### config.mk
export PLATFORM = sky130hd
export DESIGN_NAME = button_press_classifier_flat
export DESIGN_NICKNAME = d
export VERILOG_FILES = /design/src/bpc_pkg.sv /design/src/bpc_if.sv /design/src/bpc_in_reg.sv /design/src/bpc_core.sv /design/src/bpc_out_reg.sv /design/src/button_press_classifier.sv /design/src/flat_wrapper.sv
export SDC_FILE = /design/constraint.sdc
export NUM_CORES = 1
export LEC_CHECK = 0
export ABC_AREA = 0
export ABC_CLOCK_PERIOD_IN_PS = 6200
export BUFFER_PORTS_ARGS = -buffer_cell sky130_fd_sc_hd__buf_4
export CORE_MARGIN = 2
export CORE_UTILIZATION = 50
export DETAILED_ROUTE_END_ITERATION = 6
export PLACE_DENSITY = 0.74
export RECOVER_POWER = 50
export SLEW_MARGIN = 20
export SYNTH_ARGS = -nofsm -noshare
export SYNTH_HDL_FRONTEND = slang
export SYNTH_SLANG_ARGS = --single-unit
### constraint.sdc
create_clock -name clk_i -period 6.2 [get_ports clk_i]
set_input_delay 1.55 -clock clk_i [delete_from_list [all_inputs] [get_ports clk_i]]
set_output_delay 1.55 -clock clk_i [all_outputs]
set_load 0.01 [all_outputs]
### src/bpc_pkg.sv
// package: types, constants and register indexes of the button press classifier
`default_nettype none

package bpc_pkg;

  localparam int TRIM_LEVELS = 4;
  localparam int TRIM_W = (TRIM_LEVELS > 2) ? $clog2(TRIM_LEVELS) : 1;
  localparam int TIME_W = 32;
  localparam int TRIM_STEP_SHIFT = 5;
  localparam int CFG_IDX_W = 1;

  localparam logic [TIME_W-1:0] DEBOUNCE_RESET   = 32'd20000;
  localparam logic [TIME_W-1:0] LONG_PRESS_RESET = 32'd1500000;

  localparam logic [CFG_IDX_W-1:0] CFG_DEBOUNCE   = 1'b0;
  localparam logic [CFG_IDX_W-1:0] CFG_LONG_PRESS = 1'b1;

  typedef enum logic [1:0] {
    ACT_NONE  = 2'd0,
    ACT_SHORT = 2'd1,
    ACT_LONG  = 2'd2
  } action_e;

  typedef struct packed {
    logic              pressed;
    logic [TIME_W-1:0] now_us;
  } sample_t;

  typedef struct packed {
    action_e     action;
    logic        scanlines_on;
    logic [1:0]  trim_level;
    logic [6:0]  trim_px;
    logic        save_request;
  } result_t;

endpackage

`default_nettype wire

### src/bpc_if.sv
// request channel interfaces: button samples in, classification results out
`default_nettype none

interface bpc_in_if;
  logic        valid;
  logic        ready;
  logic        pressed;
  logic [31:0] now_us;

  modport source (output valid, output pressed, output now_us, input ready);
  modport sink   (input valid, input pressed, input now_us, output ready);
endinterface

interface bpc_out_if;
  logic        valid;
  logic        ready;
  logic [1:0]  action;
  logic        scanlines_on;
  logic [1:0]  trim_level;
  logic [6:0]  trim_px;
  logic        save_request;

  modport source (output valid, output action, output scanlines_on, output trim_level,
                  output trim_px, output save_request, input ready);
  modport sink   (input valid, input action, input scanlines_on, input trim_level,
                  input trim_px, input save_request, output ready);
endinterface

`default_nettype wire

### src/bpc_in_reg.sv
// input register stage holding one button sample request
`default_nettype none

module bpc_in_reg (
  input  wire logic             clk_i,
  input  wire logic             rst_ni,
  input  wire logic             in_valid_i,
  input  wire bpc_pkg::sample_t in_sample_i,
  output logic                  in_ready_o,
  input  wire logic             out_free_i,
  output logic                  s1_valid_o,
  output bpc_pkg::sample_t      s1_sample_o
);
  import bpc_pkg::*;

  logic    valid_q, valid_d;
  sample_t sample_q;
  logic    take;

  assign in_ready_o = !valid_q || out_free_i;
  assign take       = in_valid_i && in_ready_o;

  always_comb begin
    valid_d = valid_q;
    if (take) begin
      valid_d = 1'b1;
    end else if (out_free_i) begin
      valid_d = 1'b0;
    end
  end

  always_ff @(posedge clk_i or negedge rst_ni) begin
    if (!rst_ni) begin
      valid_q <= 1'b0;
    end else begin
      valid_q <= valid_d;
    end
  end

  always_ff @(posedge clk_i) begin
    if (take) begin
      sample_q <= in_sample_i;
    end
  end

  assign s1_valid_o  = valid_q;
  assign s1_sample_o = sample_q;
endmodule

`default_nettype wire

### src/bpc_core.sv
// debounce, press timing and settings state with the classification logic
`default_nettype none

module bpc_core (
  input  wire logic                              clk_i,
  input  wire logic                              rst_ni,
  input  wire logic                              cfg_we_i,
  input  wire logic [bpc_pkg::CFG_IDX_W-1:0]     cfg_idx_i,
  input  wire logic [bpc_pkg::TIME_W-1:0]        cfg_wdata_i,
  input  wire logic                              step_i,
  input  wire bpc_pkg::sample_t                  sample_i,
  output bpc_pkg::result_t                       result_o
);
  import bpc_pkg::*;

  logic [TIME_W-1:0] debounce_q, long_press_q;
  logic              was_pressed_q, was_pressed_d;
  logic [TIME_W-1:0] press_start_q, press_start_d;
  logic [TIME_W-1:0] last_edge_q, last_edge_d;
  logic              scan_q, scan_d;
  logic [TRIM_W-1:0] trim_q, trim_d;

  logic [TIME_W-1:0] elapsed, held;
  logic [6:0]        trim_wide;
  logic              edge_ok, long_hold;
  action_e           action;

  assign elapsed   = sample_i.now_us - last_edge_q;
  assign held      = sample_i.now_us - press_start_q;
  assign edge_ok   = (sample_i.pressed != was_pressed_q) && (elapsed >= debounce_q);
  assign long_hold = held > long_press_q;

  always_comb begin
    was_pressed_d = was_pressed_q;
    press_start_d = press_start_q;
    last_edge_d   = last_edge_q;
    scan_d        = scan_q;
    trim_d        = trim_q;
    action        = ACT_NONE;
    if (edge_ok) begin
      last_edge_d   = sample_i.now_us;
      was_pressed_d = sample_i.pressed;
      if (sample_i.pressed) begin
        press_start_d = sample_i.now_us;
      end else if (long_hold) begin
        action = ACT_LONG;
        if (trim_q == TRIM_W'(TRIM_LEVELS - 1)) begin
          trim_d = '0;
        end else begin
          trim_d = trim_q + TRIM_W'(1);
        end
      end else begin
        action = ACT_SHORT;
        scan_d = ~scan_q;
      end
    end
  end

  // level times step width, masked to the output fields
  assign trim_wide = 7'(trim_d) << TRIM_STEP_SHIFT;

  always_comb begin
    result_o.action       = action;
    result_o.scanlines_on = scan_d;
    result_o.trim_level   = trim_wide[TRIM_STEP_SHIFT +: 2];
    result_o.trim_px      = trim_wide;
    result_o.save_request = (action != ACT_NONE);
  end

  always_ff @(posedge clk_i or negedge rst_ni) begin
    if (!rst_ni) begin
      debounce_q    <= DEBOUNCE_RESET;
      long_press_q  <= LONG_PRESS_RESET;
      was_pressed_q <= 1'b0;
      press_start_q <= '0;
      last_edge_q   <= '0;
      scan_q        <= 1'b0;
      trim_q        <= '0;
    end else begin
      if (cfg_we_i && cfg_idx_i == CFG_DEBOUNCE) begin
        debounce_q <= cfg_wdata_i;
      end
      if (cfg_we_i && cfg_idx_i == CFG_LONG_PRESS) begin
        long_press_q <= cfg_wdata_i;
      end
      if (step_i) begin
        was_pressed_q <= was_pressed_d;
        press_start_q <= press_start_d;
        last_edge_q   <= last_edge_d;
        scan_q        <= scan_d;
        trim_q        <= trim_d;
      end
    end
  end
endmodule

`default_nettype wire

### src/bpc_out_reg.sv
// result register driving the output channel
`default_nettype none

module bpc_out_reg (
  input  wire logic             clk_i,
  input  wire logic             rst_ni,
  input  wire logic             s1_valid_i,
  input  wire bpc_pkg::result_t result_i,
  output logic                  free_o,
  output logic                  out_valid_o,
  input  wire logic             out_ready_i,
  output bpc_pkg::result_t      out_result_o
);
  import bpc_pkg::*;

  logic    valid_q;
  result_t result_q;

  assign free_o = !valid_q || out_ready_i;

  always_ff @(posedge clk_i or negedge rst_ni) begin
    if (!rst_ni) begin
      valid_q <= 1'b0;
    end else if (free_o) begin
      valid_q <= s1_valid_i;
    end
  end

  always_ff @(posedge clk_i) begin
    if (free_o && s1_valid_i) begin
      result_q <= result_i;
    end
  end

  assign out_valid_o  = valid_q;
  assign out_result_o = result_q;
endmodule

`default_nettype wire

### src/button_press_classifier.sv
// an accepted sample goes through the input register and then the result register
// throughput: one sample per cycle unless the output stalls, set by the bpc_core update
// a waiting result is held in the output register while the input register takes the next
// reset: asynchronous active low; clears valids, press state, scanline flag and trim level,
// and loads debounce 20000 us and long press 1500000 us
`default_nettype none

module button_press_classifier (
  input  wire logic                          clk_i,
  input  wire logic                          rst_ni,
  input  wire logic                          cfg_we_i,
  input  wire logic [bpc_pkg::CFG_IDX_W-1:0] cfg_idx_i,
  input  wire logic [bpc_pkg::TIME_W-1:0]    cfg_wdata_i,
  bpc_in_if.sink                             in_i,
  bpc_out_if.source                          out_o
);
  import bpc_pkg::*;

  sample_t in_sample, s1_sample;
  result_t core_result, out_result;
  logic    s1_valid, out_free, step;

  // sample request payload as one struct
  assign in_sample.pressed = in_i.pressed;
  assign in_sample.now_us  = in_i.now_us;

  // stage one: registered sample request
  bpc_in_reg u_in_reg (
    .clk_i       (clk_i),
    .rst_ni      (rst_ni),
    .in_valid_i  (in_i.valid),
    .in_sample_i (in_sample),
    .in_ready_o  (in_i.ready),
    .out_free_i  (out_free),
    .s1_valid_o  (s1_valid),
    .s1_sample_o (s1_sample)
  );

  // state advances exactly when the staged sample moves into the result register
  assign step = s1_valid && out_free;

  bpc_core u_core (
    .clk_i       (clk_i),
    .rst_ni      (rst_ni),
    .cfg_we_i    (cfg_we_i),
    .cfg_idx_i   (cfg_idx_i),
    .cfg_wdata_i (cfg_wdata_i),
    .step_i      (step),
    .sample_i    (s1_sample),
    .result_o    (core_result)
  );

  // stage two: result register, frees when empty or taken this cycle
  bpc_out_reg u_out_reg (
    .clk_i        (clk_i),
    .rst_ni       (rst_ni),
    .s1_valid_i   (s1_valid),
    .result_i     (core_result),
    .free_o       (out_free),
    .out_valid_o  (out_o.valid),
    .out_ready_i  (out_o.ready),
    .out_result_o (out_result)
  );

  assign out_o.action       = out_result.action;
  assign out_o.scanlines_on = out_result.scanlines_on;
  assign out_o.trim_level   = out_result.trim_level;
  assign out_o.trim_px      = out_result.trim_px;
  assign out_o.save_request = out_result.save_request;
endmodule

`default_nettype wire

### src/flat_wrapper.sv
// flat-port wrapper written by rule: the top's interface ports become plain ports
module button_press_classifier_flat import bpc_pkg::*;
  (clk_i, rst_ni, cfg_we_i, cfg_idx_i, cfg_wdata_i, in_i_valid, in_i_pressed, in_i_now_us, in_i_ready, out_o_valid, out_o_action, out_o_scanlines_on, out_o_trim_level, out_o_trim_px, out_o_save_request, out_o_ready);
  bpc_in_if in_i_i ();
  bpc_out_if out_o_i ();
  input  wire logic clk_i;
  input  wire logic rst_ni;
  input  wire logic cfg_we_i;
  input  wire logic [bpc_pkg::CFG_IDX_W-1:0] cfg_idx_i;
  input  wire logic [bpc_pkg::TIME_W-1:0] cfg_wdata_i;
  input wire logic [$bits(in_i_i.valid)-1:0] in_i_valid;
  input wire logic [$bits(in_i_i.pressed)-1:0] in_i_pressed;
  input wire logic [$bits(in_i_i.now_us)-1:0] in_i_now_us;
  output wire logic [$bits(in_i_i.ready)-1:0] in_i_ready;
  output wire logic [$bits(out_o_i.valid)-1:0] out_o_valid;
  output wire logic [$bits(out_o_i.action)-1:0] out_o_action;
  output wire logic [$bits(out_o_i.scanlines_on)-1:0] out_o_scanlines_on;
  output wire logic [$bits(out_o_i.trim_level)-1:0] out_o_trim_level;
  output wire logic [$bits(out_o_i.trim_px)-1:0] out_o_trim_px;
  output wire logic [$bits(out_o_i.save_request)-1:0] out_o_save_request;
  input wire logic [$bits(out_o_i.ready)-1:0] out_o_ready;
  assign in_i_i.valid = in_i_valid;
  assign in_i_i.pressed = in_i_pressed;
  assign in_i_i.now_us = in_i_now_us;
  assign in_i_ready = in_i_i.ready;
  assign out_o_valid = out_o_i.valid;
  assign out_o_action = out_o_i.action;
  assign out_o_scanlines_on = out_o_i.scanlines_on;
  assign out_o_trim_level = out_o_i.trim_level;
  assign out_o_trim_px = out_o_i.trim_px;
  assign out_o_save_request = out_o_i.save_request;
  assign out_o_i.ready = out_o_ready;
  button_press_classifier u_core (.clk_i(clk_i), .rst_ni(rst_ni), .cfg_we_i(cfg_we_i), .cfg_idx_i(cfg_idx_i), .cfg_wdata_i(cfg_wdata_i), .in_i(in_i_i), .out_o(out_o_i));
endmodule
==> impl_metrics.json, run 1 <==
{
  "min_path_type": "flip-flop to flip-flop",
  "end_kind": "flip-flop",
  "layout.cells.non_filler": 1453,
  "cts_repair_resize_count": 0,
  "grt.met2_usage_pct": 35.8,
  "synth_area_leaders": "dfrtp_1 (27%), ha_1 (14%), edfxtp_1 (11%)",
  "critPathLaunchType": "flip-flop",
  "cp.required_ns": 6.52,
  "avgSynthCellArea_um2": 10.3,
  "yosysMostFrequentCell": "inv_1",
  "design.die.area_mm2": 0.0234,
  "slowest_stage": "a211oi_1",
  "synthXorXnorAreaFrac_pct": 4.35,
  "grt_pass1_vias": 7919,
  "outcome": "complete, but fails checks",
  "antenna_cells": 0,
  "grt-ovfl-total": 0,
  "htreeDepth": 4,
  "use_met1_pct": 30.4,
  "max_stage_delay_ns": 0.47,
  "grt_max_degree": 98,
  "wl_per_cell_um": 17.2,
  "avgViaCountPerCell": 5.51,
  "cp_cell_sequence": "inv_1, ha_1, inv_1, fa_1, a21oi_1, o22ai_1, a211oi_1, o2111ai_1, and3_1, o21a_1, a221o_1, a21oi_1, xnor2_1, ha_1, nand4_1, or3_1, o221ai_1, o21ai_0, a21oi_4, buf_12, mux2_2",
  "finClkSkew_ns": 0.00945,
  "vias": 8010,
  "routed_wl_um": 24900,
  "synth_top_area_share_pct": 26.9,
  "clk_pin_slew_ns": 0.07,
  "synthAdderAreaFrac_pct": 14.7,
  "ios": 86,
  "min-delay-start": "u_core.u_core.scan_q",
  "rows": 54,
  "drt_iter0_markers": 399,
  "cts_sinks": 173,
  "ant_nets": 0,
  "core-area_mm2": 0.0218,
  "seq_area_frac_synth_pct": 41.0,
  "grt_use_met3_pct": 3.49,
  "finalSetupViolCount": 0,
  "cp_max_fo": 32,
  "synthArstFlopShare_pct": 77.5,
  "rrSetupSlack_ns": 0.40,
  "power.leakage_nw": 5.95,
  "synthTopCellsByCount": "inv_1 (141), ha_1 (127), dfrtp_1 (119)",
  "cts_tree": "yes",
  "max-slew-margin-rel_pct": -84.6,
  "grt_pass1_wl_um": 40600,
  "r2r-start": "u_core.u_in_reg.s1_sample_o[0]",
  "io_buffers": 80,
  "synth_top_family_by_area": "compound AO/OA/AOI/OAI gates",
  "die-height_um": 153,
  "synth.area.mux_share_pct": 10.4,
  "hold_viol": 0,
  "ir_drop_mv": 0.248,
  "design_power_total_w": 0.00648,
  "syn_area_mm2": 0.0111,
  "fmax_mhz": 172,
  "utilization_pct": 57.8,
  "hold_path_depth": 1,
  "ys.flop_type": "dfrtp_1",
  "globalplace.congestion": 0.877,
  "cts_root_buf": "clkbuf_16",
  "clk_path_buf_depth": 2,
  "tightest_slew_ns": 2.77,
  "insertion_delay_ns": 0.44,
  "initial_core_util_pct": 50.9,
  "ys_ff_latch": 173,
  "preCtsSetupSlack_ns": 0.576,
  "powerDensity_mw_per_mm2": 515,
  "place_inst": 1421,
  "worstPathArrival_ns": 6.12,
  "rsz0062_at_grt": "no",
  "grt-busiest-layer": "met2",
  "hold_end": "u_core.u_core.scan_q",
  "cts_post_setup_buffers_inserted": 0,
  "worstSetupPathType": "flip-flop to flip-flop",
  "drv_cap": 3,
  "drive_above_1_share_pct": 20.6,
  "syn2layout_area_growth_pct": 13.6,
  "postSynthCellCount": 1079,
  "cts_buffers": 17,
  "hpwlAfterDp_um": 18800,
  "synthSimpleGateAreaFrac_pct": 8.70,
  "tns_ns": 0,
  "fin_nets": 1360,
  "ff2ff_path_depth": 21,
  "period_needed_ns": 5.80,
  "setup_ws_ns": 0.401,
  "grt.total_usage_pct": 21.8,
  "die_w_um": 153,
  "violations": "capacitance limit, slew limit",
  "layout_worst_path_cycle_share_pct": 93.5,
  "critPathTopFamily": "compound AO/OA/AOI/OAI gates",
  "hold_buffers": 0,
  "synth_edf_count": 39,
  "crit_buf_inv": 3,
  "ys_warn_count": 0,
  "grt_antenna_before_repair": 0,
  "drtPass1Iterations": 4,
  "nFillCells": 1884,
  "crit-reg2reg-capture": "u_core.u_core.last_edge_q[10]",
  "synth_cell_type_count": 60,
  "remaining_drc_errors": 0,
  "synth_compound_area_share_pct": 14.8,
  "report.final.slew_viol_count": 195,
  "yosysTopAreaCell": "dfrtp_1"
}
cell usage in the layout (no fill, tap or decap), types with 3 or more instances in the layout:
master and instances:
a211oi_1 11, a21o_1 47, a21oi_1 67, a31oi_1 5, and3_1 6, buf_4 48
clkbuf_1 7, clkbuf_16 18, clkbuf_4 33, clkbuf_8 3, conb_1 5, dfrtp_1 119
dfstp_2 15, edfxtp_1 39, ha_1 127, inv_1 141, mux2_2 102, nand2_1 58
nand2b_1 15, nand3_1 12, nand4_1 25, nor2_1 42, nor2b_1 8, nor3_1 8
o211ai_1 4, o21a_1 11, o21ai_0 67, o21bai_1 7, o221ai_1 3, o31a_1 3
or3_1 7, xnor2_1 40, xor2_1 15
flip-flops by register name (all words and copies together) (netlist names):
name	flops
u_core.u_core.debounce_q	32
u_core.u_out_reg.out_result_o	6
u_core.u_core.press_start_q	32
u_core.u_in_reg.s1_sample_o	33
u_core.u_core.long_press_q	32
u_core.u_core.last_edge_q	32
u_core.u_core.scan_q	1
u_core.u_core.trim_q	2
u_core.u_out_reg.out_valid_o	1
u_core.u_core.was_pressed_q	1
u_core.u_in_reg.s1_valid_o	1
kinds of logic (layout without fill, tap and decap cells):
group / count (synthesis) / after routing
adder cells (fa/ha/maj): 129 / 129
AND/OR/NAND/NOR: 196 / 196
buffers and inverters: 170 / 260
flip-flops: 173 / 173
other: 1 / 5
XOR/XNOR: 55 / 55
multiplexers: 102 / 102
AO/OA/AOI/OAI: 253 / 253
how the worst max path moves through the flow:
stage / from / depth (start not counted) / slack [ns] / to
6_report: u_core.u_in_reg.s1_sample_o[0] / 21 / 0.40 / u_core.u_core.last_edge_q[10]
5_1_grt: u_core.u_in_reg.s1_sample_o[0] / 21 / 0.16 / u_core.u_core.press_start_q[26]
4_1_cts: u_core.u_in_reg.s1_sample_o[0] / 21 / 0.49 / u_core.u_core.press_start_q[16]
3_5_place_dp: u_core.u_in_reg.s1_sample_o[0] / 21 / 0.58 / u_core.u_core.press_start_q[16]
3_3_place_gp: u_core.u_in_reg.s1_sample_o[0] / 21 / 0.67 / u_core.u_core.last_edge_q[14]
2_1_floorplan: u_core.u_in_reg.s1_sample_o[1] / 18 / 1.07 / u_core.u_core.last_edge_q[10]
per-layer routing:
metal  routed length (µm)  share of wire [%]  vias up
met2                11900                 48      165
li1                     -                  -     3955
met1                11800                 47     3867
met5                    0                  0        -
met3                  952                3.8       23
met4                  266                1.1        0
power breakdown:
part	total (W)	internal, W	switching, W
clock network	0.00110	0.000651	0.000446
logic	0.00372	0.00173	0.00199
registers	0.00166	0.00150	0.000164
area by class of cell:
class	count	area, µm²	area share [%]
timing repair buffer	87	648	5.15
clock inverter	8	104	0.825
tap	280	350	2.78
inverter	141	529	4.21
clock buffer	24	503	4.00
multi-input combinational	740	5900	46.9
sequential	173	4540	36.1
through the flow:
stage | hold WS [ns] | cell area [µm²]
finish | 0.489 | 12600
global placement | 0.462 | 12000
global route | 0.517 | 12600
detailed placement | 0.475 | 12000
floorplan | 0.449 | 11100
CTS | 0.487 | 12600
No activity file was read; power rests on OpenSTA's default activity.
==> inputs of run 2 (changes only) <==
ABC_AREA = unset   (was 0)
CTS_BUF_LIST = sky130_fd_sc_hd__clkbuf_8 sky130_fd_sc_hd__clkbuf_16   (was unset)
SLEW_MARGIN = unset   (was 20)
==> impl_metrics.json, run 2 (synthesis results as in run 1) <==
{
  "drive_above_1_share_pct": 20.6,
  "nFillCells": 1884,
  "cts_sinks": 173,
  "min-delay-start": "u_core.u_core.scan_q",
  "outcome": "complete, but fails checks",
  "slowest_stage": "a211oi_1",
  "die_w_um": 153,
  "clk_path_buf_depth": 2,
  "cts_tree": "yes",
  "holdWs_ns": 0.489,
  "intPower_w": 0.00387,
  "routed_wl_um": 24900,
  "hold_buffers": 0,
  "cts_root_buf": "clkbuf_16",
  "insertion_delay_ns": 0.44,
  "cts_buffers": 17,
  "initial_core_util_pct": 50.9,
  "drtPass1Iterations": 4,
  "combPwrFrac_pct": 57.4,
  "finClkSkew_ns": 0.0111,
  "critPathTopFamily": "compound AO/OA/AOI/OAI gates",
  "die-height_um": 153,
  "fin_nets": 1360,
  "ff2ff_path_depth": 21,
  "core-area_mm2": 0.0218,
  "switching_share_pct": 40.2,
  "hold_path_depth": 1,
  "final_common_cell": "inv_1",
  "violations": "capacitance limit, slew limit",
  "syn2layout_area_growth_pct": 13.6,
  "rrSetupSlack_ns": 0.43,
  "design.die.area_mm2": 0.0234,
  "critPathLaunchType": "flip-flop",
  "crit_buf_inv": 3,
  "fmax_mhz": 173,
  "seqPwrFrac_pct": 25.7,
  "min_path_type": "flip-flop to flip-flop",
  "period_needed_ns": 5.77,
  "rows": 54,
  "hpwlAfterDp_um": 18800,
  "grt_max_degree": 98,
  "io_buffers": 80,
  "max_stage_delay_ns": 0.47,
  "tightest_slew_ns": 2.76,
  "grt_pass1_wl_um": 40600,
  "hold_viol": 0,
  "drt_iter0_markers": 435,
  "grt_antenna_before_repair": 0,
  "crit-reg2reg-capture": "u_core.u_core.press_start_q[16]",
  "cp.required_ns": 6.52,
  "cp_max_fo": 17,
  "htreeDepth": 4,
  "ant_nets": 0,
  "max-slew-margin-rel_pct": -84.0,
  "worstSetupPathType": "flip-flop to flip-flop",
  "antenna_cells": 0,
  "cts_repair_resize_count": 0,
  "powerDensity_mw_per_mm2": 515,
  "tns_ns": 0,
  "power.leakage_nw": 5.97,
  "r2r-start": "u_core.u_in_reg.s1_sample_o[0]",
  "ir_drop_mv": 0.249,
  "grt.total_usage_pct": 21.8,
  "ios": 86,
  "final_cell_mix": "inv_1 (144), ha_1 (127), dfrtp_1 (119)",
  "clk_pin_slew_ns": 0.07,
  "finalSetupViolCount": 0,
  "cp_cell_sequence": "inv_1, ha_1, inv_1, fa_1, a21oi_1, o22ai_1, a211oi_1, o2111ai_1, and3_1, o21a_1, a221o_1, a21oi_1, xnor2_1, ha_1, nand4_1, or3_1, o221ai_1, o21ai_0, nor2_2, buf_4, mux2_2",
  "grt-ovfl-total": 0,
  "report.final.slew_viol_count": 195,
  "worstPathArrival_ns": 6.09,
  "layout_worst_path_cycle_share_pct": 93.0,
  "vias": 8002,
  "remaining_drc_errors": 0,
  "cts_post_setup_buffers_inserted": 0,
  "end_kind": "flip-flop",
  "avgViaCountPerCell": 5.51,
  "globalplace.congestion": 0.877,
  "grt_pass1_vias": 7920,
  "clkPwrFrac_pct": 16.9,
  "largest_reg_flops": 33,
  "drv_cap": 3,
  "wl_per_cell_um": 17.2,
  "rsz0062_at_grt": "no",
  "p_sw_w": 0.00260,
  "hold_end": "u_core.u_core.scan_q"
}
[run 2: cell count changes in the layout (fill, tap and decap cells not counted), sizes merged]
cell and delta:
inv +3, clkbuf -3
[run 2: area by class of cell]
cell class              instances  area [µm²]  share of cell area [%]
well taps                     280         350                    2.78
flip-flops and latches        173        4540                    36.1
clock inverters                11         115                   0.915
multi-input cells             740        5900                    46.9
clock buffers                  21         492                    3.91
repair buffers                 87         648                    5.15
inverters                     141         529                    4.21
[run 2: power by group through the flow]
stage / logic, W / clock network (W) / registers, W
floorplan: 0.00284 / 0 / 0.00164
global placement: 0.00355 / 0 / 0.00166
detailed placement: 0.00366 / 0 / 0.00168
CTS: 0.00370 / 0.00111 / 0.00166
global route: 0.00416 / 0.00116 / 0.00170
finish: 0.00372 / 0.00109 / 0.00166
[run 2: worst max path at each step]
stage | startpoint | slack (ns) | endpoint | cells after the start
6_report | u_core.u_in_reg.s1_sample_o[0] | 0.43 | u_core.u_core.press_start_q[16] | 21
3_3_place_gp | u_core.u_in_reg.s1_sample_o[0] | 0.67 | u_core.u_core.last_edge_q[14] | 21
2_1_floorplan | u_core.u_in_reg.s1_sample_o[1] | 1.07 | u_core.u_core.last_edge_q[10] | 18
4_1_cts | u_core.u_in_reg.s1_sample_o[0] | 0.49 | u_core.u_core.press_start_q[16] | 21
5_1_grt | u_core.u_in_reg.s1_sample_o[0] | 0.16 | u_core.u_core.press_start_q[26] | 21
3_5_place_dp | u_core.u_in_reg.s1_sample_o[0] | 0.58 | u_core.u_core.press_start_q[16] | 21
[run 2: routing by layer]
metal	routed length [µm]	vias up	global-route usage [%]
met1	11700	3869	30.4
li1	-	3956	-
met4	272	0	5.51
met5	0	-	0
met3	1030	23	3.49
met2	11900	154	35.8
[run 2: stage by stage]
stage	area, µm²	cells	util [%]	worst slack (ns)	power, W
after global routing	12600	1453	57.8	0.160	0.00702
after global placement	12000	1421	55.1	0.674	0.00521
after detailed placement	12000	1421	55.1	0.576	0.00534
after floorplan	11100	1083	-	1.07	0.00447
after CTS	12600	1453	57.9	0.489	0.00648
final	12600	1453	57.8	0.434	0.00648
